===== src/hdl/brc_pkg.sv =====
// ----------------------------------------------------------------------------
// brc_pkg: shared types and constants of the byte recurrence checksum
// Holds the operation record that the front end hands to the back end
// through the queue, and the constants of the recurrence.
// ----------------------------------------------------------------------------
package brc_pkg;

    // recurrence constants
    localparam logic [7:0]  FIRST_OFFSET = 8'd7;
    localparam logic [7:0]  ALPHA_MUL    = 8'd17;
    localparam logic [7:0]  BETA_MUL     = 8'd31;
    localparam logic [16:0] MOD_VALUE    = 17'd65535;

    // multiple of the modulus added so that a negative difference folds as positive
    localparam logic [26:0] FOLD_BIAS    = 27'd16776960;

    // queue between front and back
    localparam int QUEUE_DEPTH = 4;
    localparam int QUEUE_AW    = $clog2(QUEUE_DEPTH);

    // one classified item as the back end consumes it
    typedef struct packed {
        logic [7:0] data_byte;
        logic [7:0] alpha;
        logic [7:0] beta;
        logic       first;
        logic       last;
    } brc_op_t;

endpackage


===== src/hdl/brc_front.sv =====
// ----------------------------------------------------------------------------
// brc_front: input side of the byte recurrence checksum
// Accepts message bytes, tracks the byte position and message start, and
// turns each item into an operation record with its alpha and beta weights.
// ----------------------------------------------------------------------------
module brc_front
    import brc_pkg::*;
(
    input  logic       clk,
    input  logic       rst_n,
    input  logic       s_tvalid,
    output logic       s_tready,
    input  logic [7:0] s_tdata,    // [7:0] data_byte
    input  logic       s_tlast,    // last_byte
    input  logic       q_full,
    output logic       q_push,
    output brc_op_t    q_op
);

    logic [7:0]  byte_position_reg;
    logic [7:0]  byte_position_next;
    logic        at_start_reg;
    logic        at_start_next;
    logic [15:0] alpha_prod;
    logic [15:0] beta_prod;

    // accept whenever the queue has room
    assign s_tready = !q_full;
    assign q_push   = s_tvalid && s_tready;

    // position weights, taken modulo 256
    assign alpha_prod = {8'd0, byte_position_reg} * {8'd0, ALPHA_MUL};
    assign beta_prod  = {8'd0, byte_position_reg} * {8'd0, BETA_MUL};

    always_comb
    begin
        q_op.data_byte = s_tdata;
        q_op.alpha     = alpha_prod[7:0];
        q_op.beta      = beta_prod[7:0];
        q_op.first     = at_start_reg;
        q_op.last      = s_tlast;
    end

    // position and message start bookkeeping
    always_comb
    begin
        byte_position_next = byte_position_reg;
        at_start_next      = at_start_reg;
        if (q_push)
        begin
            if (s_tlast)
            begin
                byte_position_next = 8'd0;
                at_start_next      = 1'b1;
            end
            else if (at_start_reg)
            begin
                byte_position_next = 8'd1;
                at_start_next      = 1'b0;
            end
            else
            begin
                byte_position_next = byte_position_reg + 8'd1;
            end
        end
    end

    always_ff @(posedge clk or negedge rst_n)
    begin
        if (!rst_n)
        begin
            byte_position_reg <= 8'd0;
            at_start_reg      <= 1'b1;
        end
        else
        begin
            byte_position_reg <= byte_position_next;
            at_start_reg      <= at_start_next;
        end
    end

endmodule


===== src/hdl/brc_queue.sv =====
// ----------------------------------------------------------------------------
// brc_queue: short queue between front and back
// Holds classified items so that the input and the recurrence stall apart.
// ----------------------------------------------------------------------------
module brc_queue
    import brc_pkg::*;
(
    input  logic    clk,
    input  logic    rst_n,
    input  logic    push,
    input  brc_op_t push_op,
    input  logic    pop,
    output brc_op_t head_op,
    output logic    full,
    output logic    empty
);

    localparam logic [QUEUE_AW:0] DEPTH_COUNT = (QUEUE_AW + 1)'(QUEUE_DEPTH);

    brc_op_t             entry_reg [QUEUE_DEPTH];
    logic [QUEUE_AW-1:0] wr_ptr_reg;
    logic [QUEUE_AW-1:0] wr_ptr_next;
    logic [QUEUE_AW-1:0] rd_ptr_reg;
    logic [QUEUE_AW-1:0] rd_ptr_next;
    logic [QUEUE_AW:0]   count_reg;
    logic [QUEUE_AW:0]   count_next;

    assign full    = (count_reg == DEPTH_COUNT);
    assign empty   = (count_reg == '0);
    assign head_op = entry_reg[rd_ptr_reg];

    // pointer and fill level
    always_comb
    begin
        wr_ptr_next = push ? wr_ptr_reg + 1'b1 : wr_ptr_reg;
        rd_ptr_next = pop  ? rd_ptr_reg + 1'b1 : rd_ptr_reg;
        count_next  = count_reg;
        if (push && !pop)
            count_next = count_reg + 1'b1;
        else if (pop && !push)
            count_next = count_reg - 1'b1;
    end

    always_ff @(posedge clk or negedge rst_n)
    begin
        if (!rst_n)
        begin
            wr_ptr_reg <= '0;
            rd_ptr_reg <= '0;
            count_reg  <= '0;
        end
        else
        begin
            wr_ptr_reg <= wr_ptr_next;
            rd_ptr_reg <= rd_ptr_next;
            count_reg  <= count_next;
        end
    end

    // entry storage
    always_ff @(posedge clk)
    begin
        if (push)
            entry_reg[wr_ptr_reg] <= push_op;
    end

endmodule


===== src/hdl/brc_back.sv =====
// ----------------------------------------------------------------------------
// brc_back: recurrence engine of the byte recurrence checksum
// Pops classified items, advances the two-term recurrence modulo 65535 and
// holds the checksum of a finished message in the output register.
// ----------------------------------------------------------------------------
module brc_back
    import brc_pkg::*;
(
    input  logic        clk,
    input  logic        rst_n,
    input  brc_op_t     op,
    input  logic        op_valid,
    output logic        op_pop,
    output logic        m_tvalid,
    input  logic        m_tready,
    output logic [15:0] m_tdata    // [15:0] checksum
);

    logic [15:0] older_reg;
    logic [15:0] older_next;
    logic [15:0] newer_reg;
    logic [15:0] newer_next;
    logic [15:0] checksum_reg;
    logic [15:0] checksum_next;
    logic        out_valid_reg;
    logic        out_valid_next;
    logic        out_free;

    logic [8:0]  weight;
    logic [24:0] prod;
    logic [23:0] sub;
    logic [26:0] diff;
    logic [26:0] biased;
    logic [16:0] fold;
    logic [16:0] reduced;

    // recurrence step: ((byte + alpha) * newer - beta * older) mod 65535
    always_comb
    begin
        weight  = {1'b0, op.data_byte} + {1'b0, op.alpha};
        prod    = {16'd0, weight} * {9'd0, newer_reg};
        sub     = {16'd0, op.beta} * {8'd0, older_reg};
        diff    = {2'b00, prod} - {3'b000, sub};
        // a wrapped 64-bit difference is one more than the signed one, modulo 65535
        biased  = diff + {26'd0, diff[26]} + FOLD_BIAS;
        fold    = {7'd0, biased[25:16]} + {1'b0, biased[15:0]};
        reduced = (fold >= MOD_VALUE) ? fold - MOD_VALUE : fold;
    end

    // pop unless a finished checksum has nowhere to go
    assign out_free = !out_valid_reg || m_tready;
    assign op_pop   = op_valid && (!op.last || out_free);

    // recurrence state
    always_comb
    begin
        older_next = older_reg;
        newer_next = newer_reg;
        if (op_pop)
        begin
            if (op.first)
            begin
                older_next = 16'd1;
                newer_next = {8'd0, op.data_byte} + {8'd0, FIRST_OFFSET};
            end
            else
            begin
                older_next = newer_reg;
                newer_next = reduced[15:0];
            end
        end
    end

    // output register
    always_comb
    begin
        out_valid_next = out_valid_reg;
        checksum_next  = checksum_reg;
        if (op_pop && op.last)
        begin
            out_valid_next = 1'b1;
            checksum_next  = newer_next;
        end
        else if (m_tready)
        begin
            out_valid_next = 1'b0;
        end
    end

    always_ff @(posedge clk or negedge rst_n)
    begin
        if (!rst_n)
        begin
            older_reg     <= 16'd1;
            newer_reg     <= 16'd0;
            out_valid_reg <= 1'b0;
        end
        else
        begin
            older_reg     <= older_next;
            newer_reg     <= newer_next;
            out_valid_reg <= out_valid_next;
        end
    end

    always_ff @(posedge clk)
    begin
        checksum_reg <= checksum_next;
    end

    assign m_tvalid = out_valid_reg;
    assign m_tdata  = checksum_reg;

`ifndef SYNTHESIS
    // reduced values never reach the modulus
    assert property (@(posedge clk) disable iff (!rst_n) newer_reg != 16'hFFFF)
        else $error("newer value reached the modulus");

    assert property (@(posedge clk) disable iff (!rst_n) older_reg != 16'hFFFF)
        else $error("older value reached the modulus");

    // the opening byte of a message reseeds the older value
    assert property (@(posedge clk) disable iff (!rst_n)
        op_pop && op.first |=> older_reg == 16'd1)
        else $error("message start did not reseed older value");

    // a finished checksum never overwrites one still waiting
    assert property (@(posedge clk) disable iff (!rst_n)
        op_pop && op.last |-> !out_valid_reg || m_tready)
        else $error("checksum overwritten while stalled");
`endif

endmodule


===== src/hdl/byte_recurrence_checksum.sv =====
// ----------------------------------------------------------------------------
// byte_recurrence_checksum: streaming byte recurrence checksum
// Folds each message into a two-term recurrence modulo 65535 and emits the
// 16-bit checksum when the last byte has been taken.
// ----------------------------------------------------------------------------
// Takes one byte per cycle, back to back, while the queue has room, and
// sends one checksum per message: the front end classifies each byte into
// a four-entry queue in the cycle it is taken, and the back end applies the
// recurrence through the two small multipliers and the 65535 fold that
// feeds the next step. A stalled output holds only the back end; input
// keeps flowing until the queue fills.
module byte_recurrence_checksum
    import brc_pkg::*;
(
    input  logic        clk,
    input  logic        rst_n,
    input  logic        s_tvalid,
    output logic        s_tready,
    input  logic [7:0]  s_tdata,    // [7:0] data_byte
    input  logic        s_tlast,    // last_byte
    output logic        m_tvalid,
    input  logic        m_tready,
    output logic [15:0] m_tdata     // [15:0] checksum
);

    brc_op_t push_op;
    brc_op_t head_op;
    logic    push;
    logic    pop;
    logic    full;
    logic    empty;

    // input classification
    brc_front u_front (
        .clk      (clk),
        .rst_n    (rst_n),
        .s_tvalid (s_tvalid),
        .s_tready (s_tready),
        .s_tdata  (s_tdata),
        .s_tlast  (s_tlast),
        .q_full   (full),
        .q_push   (push),
        .q_op     (push_op)
    );

    // decoupling queue
    brc_queue u_queue (
        .clk     (clk),
        .rst_n   (rst_n),
        .push    (push),
        .push_op (push_op),
        .pop     (pop),
        .head_op (head_op),
        .full    (full),
        .empty   (empty)
    );

    // recurrence and output register
    brc_back u_back (
        .clk      (clk),
        .rst_n    (rst_n),
        .op       (head_op),
        .op_valid (!empty),
        .op_pop   (pop),
        .m_tvalid (m_tvalid),
        .m_tready (m_tready),
        .m_tdata  (m_tdata)
    );

endmodule


===== config.mk =====
export PLATFORM = sky130hd
export DESIGN_NAME = byte_recurrence_checksum
export DESIGN_NICKNAME = d
export VERILOG_FILES = /design/src/hdl/brc_pkg.sv /design/src/hdl/brc_front.sv /design/src/hdl/brc_queue.sv /design/src/hdl/brc_back.sv /design/src/hdl/byte_recurrence_checksum.sv
export SDC_FILE = /design/constraint.sdc
export NUM_CORES = 1
export LEC_CHECK = 0
export BUFFER_PORTS_ARGS = -buffer_cell sky130_fd_sc_hd__buf_4
export CAP_MARGIN = 20
export CORE_MARGIN = 1
export CORE_UTILIZATION = 35
export CTS_CLUSTER_SIZE = 12
export DETAILED_ROUTE_END_ITERATION = 10
export PLACE_DENSITY_LB_ADDON = 0.2
export SLEW_MARGIN = 30
export SYNTH_ARGS = -nofsm -noshare
export SYNTH_HDL_FRONTEND = slang
export SYNTH_HIERARCHICAL = 1
export SYNTH_SLANG_ARGS = --single-unit

===== constraint.sdc =====
create_clock -name clk -period 22.4 [get_ports clk]
set_clock_uncertainty 0.05 [all_clocks]
set_input_delay 2.24 -clock clk [delete_from_list [all_inputs] [get_ports clk]]
set_output_delay 2.24 -clock clk [all_outputs]
set_load 0.005 [all_outputs]

# Word-level counts from Yosys, hierarchy flattened
# Memory sizes are Yosys's and may differ from the RTL's.
# Cells that the tools add are included.
# word_totals
ff_bits	65
ramBits	104
input_bits	13
out_inout_bits	18
mem_count	1
# mem_list
name	words	word_bits	rd	rd_clocked_by_memory_dff	wr	line_no	source
u_queue.entry_reg	4	26	1	0	1	brc_queue.sv:20	brc_op_t entry_reg [QUEUE_DEPTH];
# op_classes
addsub	12
multipliers	4
n_lt_le_gt_ge	1
n_eq_ne	1
muxes	13
n_reduce_logical	16
# op_table
operator	n
two-way mux 16 bit	4
adder 26 x 1 -> 26 bit	1
adder 26 x 24 -> 26 bit, second input constant	1
subtractor 25 x 24 -> 26 bit	1
multiplier 9 x 16 -> 25 bit	1
multiplier 8 x 16 -> 24 bit	1
adder 10 x 16 -> 17 bit	1
>= comparator 17 x 16 -> 1 bit, second input constant	1
multiplier 8 x 5 -> 8 bit, second input constant	2
two-way mux 8 bit	2
subtractor 16 bit, second input constant	1
adder 8 x 3 -> 9 bit, second input constant	1
adder 8 x 8 -> 9 bit	1
adder 8 x 1 -> 8 bit, second input constant	1
logical NOT 1 bit	6
two-way mux 3 bit	2
logical AND 1 bit	5
two-way mux 1 bit	5
adder 2 x 1 -> 2 bit, second input constant	2
nonzero test 2 bit	2
adder 3 x 1 -> 3 bit, second input constant	1
equality test 3 bit, second input constant	1
logical NOT 3 bit	1
subtractor 3 x 1 -> 3 bit, second input constant	1
logical OR 1 bit	2

# Longest topological paths before layout
# An unclocked memory read counts as a cell.
# logic_depth
word_depth	11
ltp_mapped	60

# Cells and area by module
# Netlist, hierarchy kept.
# modules_own_cells
module	instances	cells_per_inst	area_per_inst_um2
brc_back	1	1459	12833.6
brc_queue	1	170	4195.3
brc_front	1	128	1176.1
byte_recurrence_checksum	1	1	3.8

# Least setup slack after synthesis
# Ideal clock, no wire load.
# synth_path
path_kind	reg-to-reg
start	register u_queue.rd_ptr_reg[0]
end	register u_back.checksum_reg[9], in the netlist u_back/m_tdata[9], data pin
t_arrival_ns	13.024
required_time_ns	22.089
slack_ns	9.065
path_stages_with_launch	55
cell_sequence	dfrtp_1 buf_6 buf_12 mux4_2 ha_1 a21o_1 a21oi_1 o21bai_1 a21oi_1 o21bai_1 a21oi_1 xnor2_1 clkbuf_1 nand2_1 fa_1 fa_1 inv_1 fa_1 [... 19 more ...] nor2_1 and4_4 buf_6 nor2_4 nand3_1 xor2_1 ha_1 fa_1 a211o_1 a211oi_1 o21ai_0 a41o_1 a31o_2 nor3b_2 o2111ai_1 o41a_1 or4_1 a32o_1
# synth_rtl
element	line_no	source
start: declaration	brc_queue.sv:23	logic [QUEUE_AW-1:0] rd_ptr_reg;
start signal: assignment	brc_queue.sv:55	rd_ptr_reg <= rd_ptr_next;
end signal: assignment	brc_back.sv:108	checksum_reg <= checksum_next;
end: declaration	brc_back.sv:23	logic [15:0] checksum_reg;

==> impl_metrics.json <==
{
  "clk_pin_slew_ps": 70,
  "synth_warnings": 6,
  "totalWireLength_um": 44300,
  "syn_area_per_cell_um2": 10.4,
  "final_nets": 2111,
  "drc": 0,
  "netlist_top_cells_area": "fa_1 (26%), edfxtp_1 (20%), ha_1 (8.4%)",
  "hold_path.class": "reg2reg",
  "synth_top_area_cell": "fa_1",
  "place.gp.congestion": 0.838,
  "vias": 12000,
  "rsz0062_at_grt": "false",
  "r2r_end": "u_back/m_tdata[9]$_DFFE_PP_",
  "final_common_cell": "inv_1",
  "synthFlopType": "edfxtp_1",
  "hold_viol": 0,
  "wl_per_cell_um": 18.2,
  "timing.fmax_ghz": 0.0644,
  "postRouteAntennaNets": 0,
  "drive_gt1_share_pct": 7.65,
  "status": "finished clean",
  "via_per_inst": 4.95,
  "core_region_area_um2": 51400,
  "rows": 83,
  "most-common-layout-cells": "inv_1 (331), fa_1 (238), nand2_1 (174)",
  "max_slew.worst_pin.slew_ps": 894,
  "slew_violations": 0,
  "grt_max_degree": 54,
  "top_usage_layer": "met2",
  "root_buffer": "clkbuf_16",
  "cts_tree": "yes",
  "crit_fanout": 22,
  "slew_headroom_pct": 39.9,
  "hp-start": "u_queue/count_reg[2]$_DFFE_PN0P_",
  "crit_path_end_kind": "flip-flop",
  "grt_first_pass_wirelength_um": 72500,
  "critical_path_required_ps": 22560,
  "cpMostUsedCell": "fa_1",
  "ctsResizeCount": 0,
  "synth_area_um2": 18200,
  "min_to": "u_queue/count_reg[2]$_DFFE_PN0P_",
  "dp_hpwl_um": 34800,
  "fin_crit_sh_pct": 69.3,
  "grtUsageTotal_pct": 17.8,
  "die-area_um2": 52900,
  "r2r-start": "u_queue/rd_ptr_reg[0]$_DFFE_PN0P_",
  "largest_register_ffs": 104,
  "clk_path_buf_depth": 2,
  "area_growth_pct": 7.61,
  "synthArstFlopShare_pct": 29.0,
  "slowest_delay_ps": 700,
  "drv_cap": 0,
  "synth_top_area_share_pct": 26.2,
  "synth-seq-area-share_pct": 26.5,
  "fill_cells": 5114,
  "arrival_ps": 15680,
  "met2_usage_pct": 31.1,
  "grt_pass1_vias": 13200,
  "hold_depth": 1,
  "start_util_pct": 35.4,
  "cp_slowest_cell": "mux4_1",
  "cts_setup_buffers": 0,
  "ys_seq_elements": 169,
  "chipHeight_um": 230,
  "portBuffers": 30,
  "die_w_um": 230,
  "hold_slack_ps": 443,
  "syn_inst": 1758,
  "fin_setup_tns_ps": 0,
  "grt_use_met3_pct": 2.39,
  "worstRegToRegCells": 52,
  "firstDrtPassIters": 5,
  "fin_crit_ps": 15520,
  "pin_count": 31,
  "synth.distinct_cells": 87,
  "cts.sinks": 169,
  "startpoint_type": "flip-flop",
  "ctsHoldBuffers": 0,
  "drt_iter0_markers": 583,
  "grtUsageMet1_pct": 23.0,
  "htree_levels": 4,
  "r2r_slack_ps": 6880,
  "clk-insertion-delay-late_ps": 470,
  "crit_type": "reg2reg",
  "grt_overflow": 0,
  "numCtsBuffers": 17,
  "syn_nets": 2131,
  "synth_edf_count": 120,
  "antenna_found_initial": 3,
  "finalSetupViolations": 0
}
## layout make-up
type	count	area (µm²)	share of cell area, %
well taps	680	851	4.34
diodes	2	5.00	0.0255
clock buffers	17	425	2.17
inverters	331	1240	6.34
flip-flops and latches	169	4830	24.7
repair buffers	45	338	1.72
clock inverters	15	184	0.939
multi-input cells	1174	11700	59.8
## worst max-delay path, delay by kind of cell, from the launching register on
| kind | cells | cell delay [ps] |
|---|---|---|
| xor gates and xnor gates | 3 | 540 |
| muxes | 1 | 700 |
| AOI/OAI and AO/OA | 22 | 5820 |
| buffers and inverters | 5 | 850 |
| and+or+nand+nor | 9 | 1910 |
| adders and majority gates | 12 | 4850 |
| DFF | 1 | 530 |
## synthesized netlist by cell type, drive strengths merged (30+ instances only)
| master | n |
|---|---|
| nand2 | 174 |
| nand2b | 37 |
| nand3 | 30 |
| o21ai | 53 |
| clkbuf | 53 |
| nor2 | 38 |
| fa | 238 |
| buf | 31 |
| a21oi | 36 |
| xor2 | 34 |
| ha | 122 |
| and2 | 146 |
| inv | 331 |
| xnor2 | 46 |
| edfxtp | 120 |
| dfrtp | 47 |
## cell families after synthesis
family,Yosys count,share of synthesized area [%]
fa+ha+maj,362,34.7
mux,33,3.77
compound gates,190,7.17
xor+xnor,80,3.85
buf+inv,415,9.27
flops,169,26.5
simple gates,509,14.7
## per-layer routing
| layer | vias to the layer above | wire [µm] |
|---|---|---|
| met1 | 6185 | 19600 |
| met2 | 210 | 22500 |
| met3 | 44 | 1400 |
| met5 | - | 13 |
| met4 | 2 | 760 |
| li1 | 5604 | - |
## through the flow
step	worst slack, ps	util [%]	area, µm²	instances
final	6880	38.1	19600	2433
after global routing	5800	38.1	19600	2431
after CTS	6840	38.1	19600	2431
after detailed placement	6880	36.9	19000	2399
after global placement	7160	36.9	19000	2399
after floorplan	9070	-	18200	1758
## worst max-delay path by stage
| stage | startpoint | endpoint | slack (ps) | cells past startpoint |
|---|---|---|---|---|
| floorplan | u_queue/rd_ptr_reg[0]$_DFFE_PN0P_ | u_back/m_tdata[9]$_DFFE_PP_ | 9070 | 54 |
| global placement | u_queue/rd_ptr_reg[0]$_DFFE_PN0P_ | u_back/m_tdata[9]$_DFFE_PP_ | 7160 | 53 |
| detailed placement | u_queue/rd_ptr_reg[0]$_DFFE_PN0P_ | u_back/m_tdata[9]$_DFFE_PP_ | 6880 | 52 |
| CTS | u_queue/rd_ptr_reg[0]$_DFFE_PN0P_ | u_back/m_tdata[9]$_DFFE_PP_ | 6840 | 52 |
| global route | u_queue/rd_ptr_reg[0]$_DFFE_PN0P_ | u_back/m_tdata[9]$_DFFE_PP_ | 5800 | 52 |
| finish | u_queue/rd_ptr_reg[0]$_DFFE_PN0P_ | u_back/m_tdata[9]$_DFFE_PP_ | 6880 | 52 |
Power is left out: the tool's default activity adds up to more than one toggle a clock period on the data nets, which glitch-free logic cannot reach.
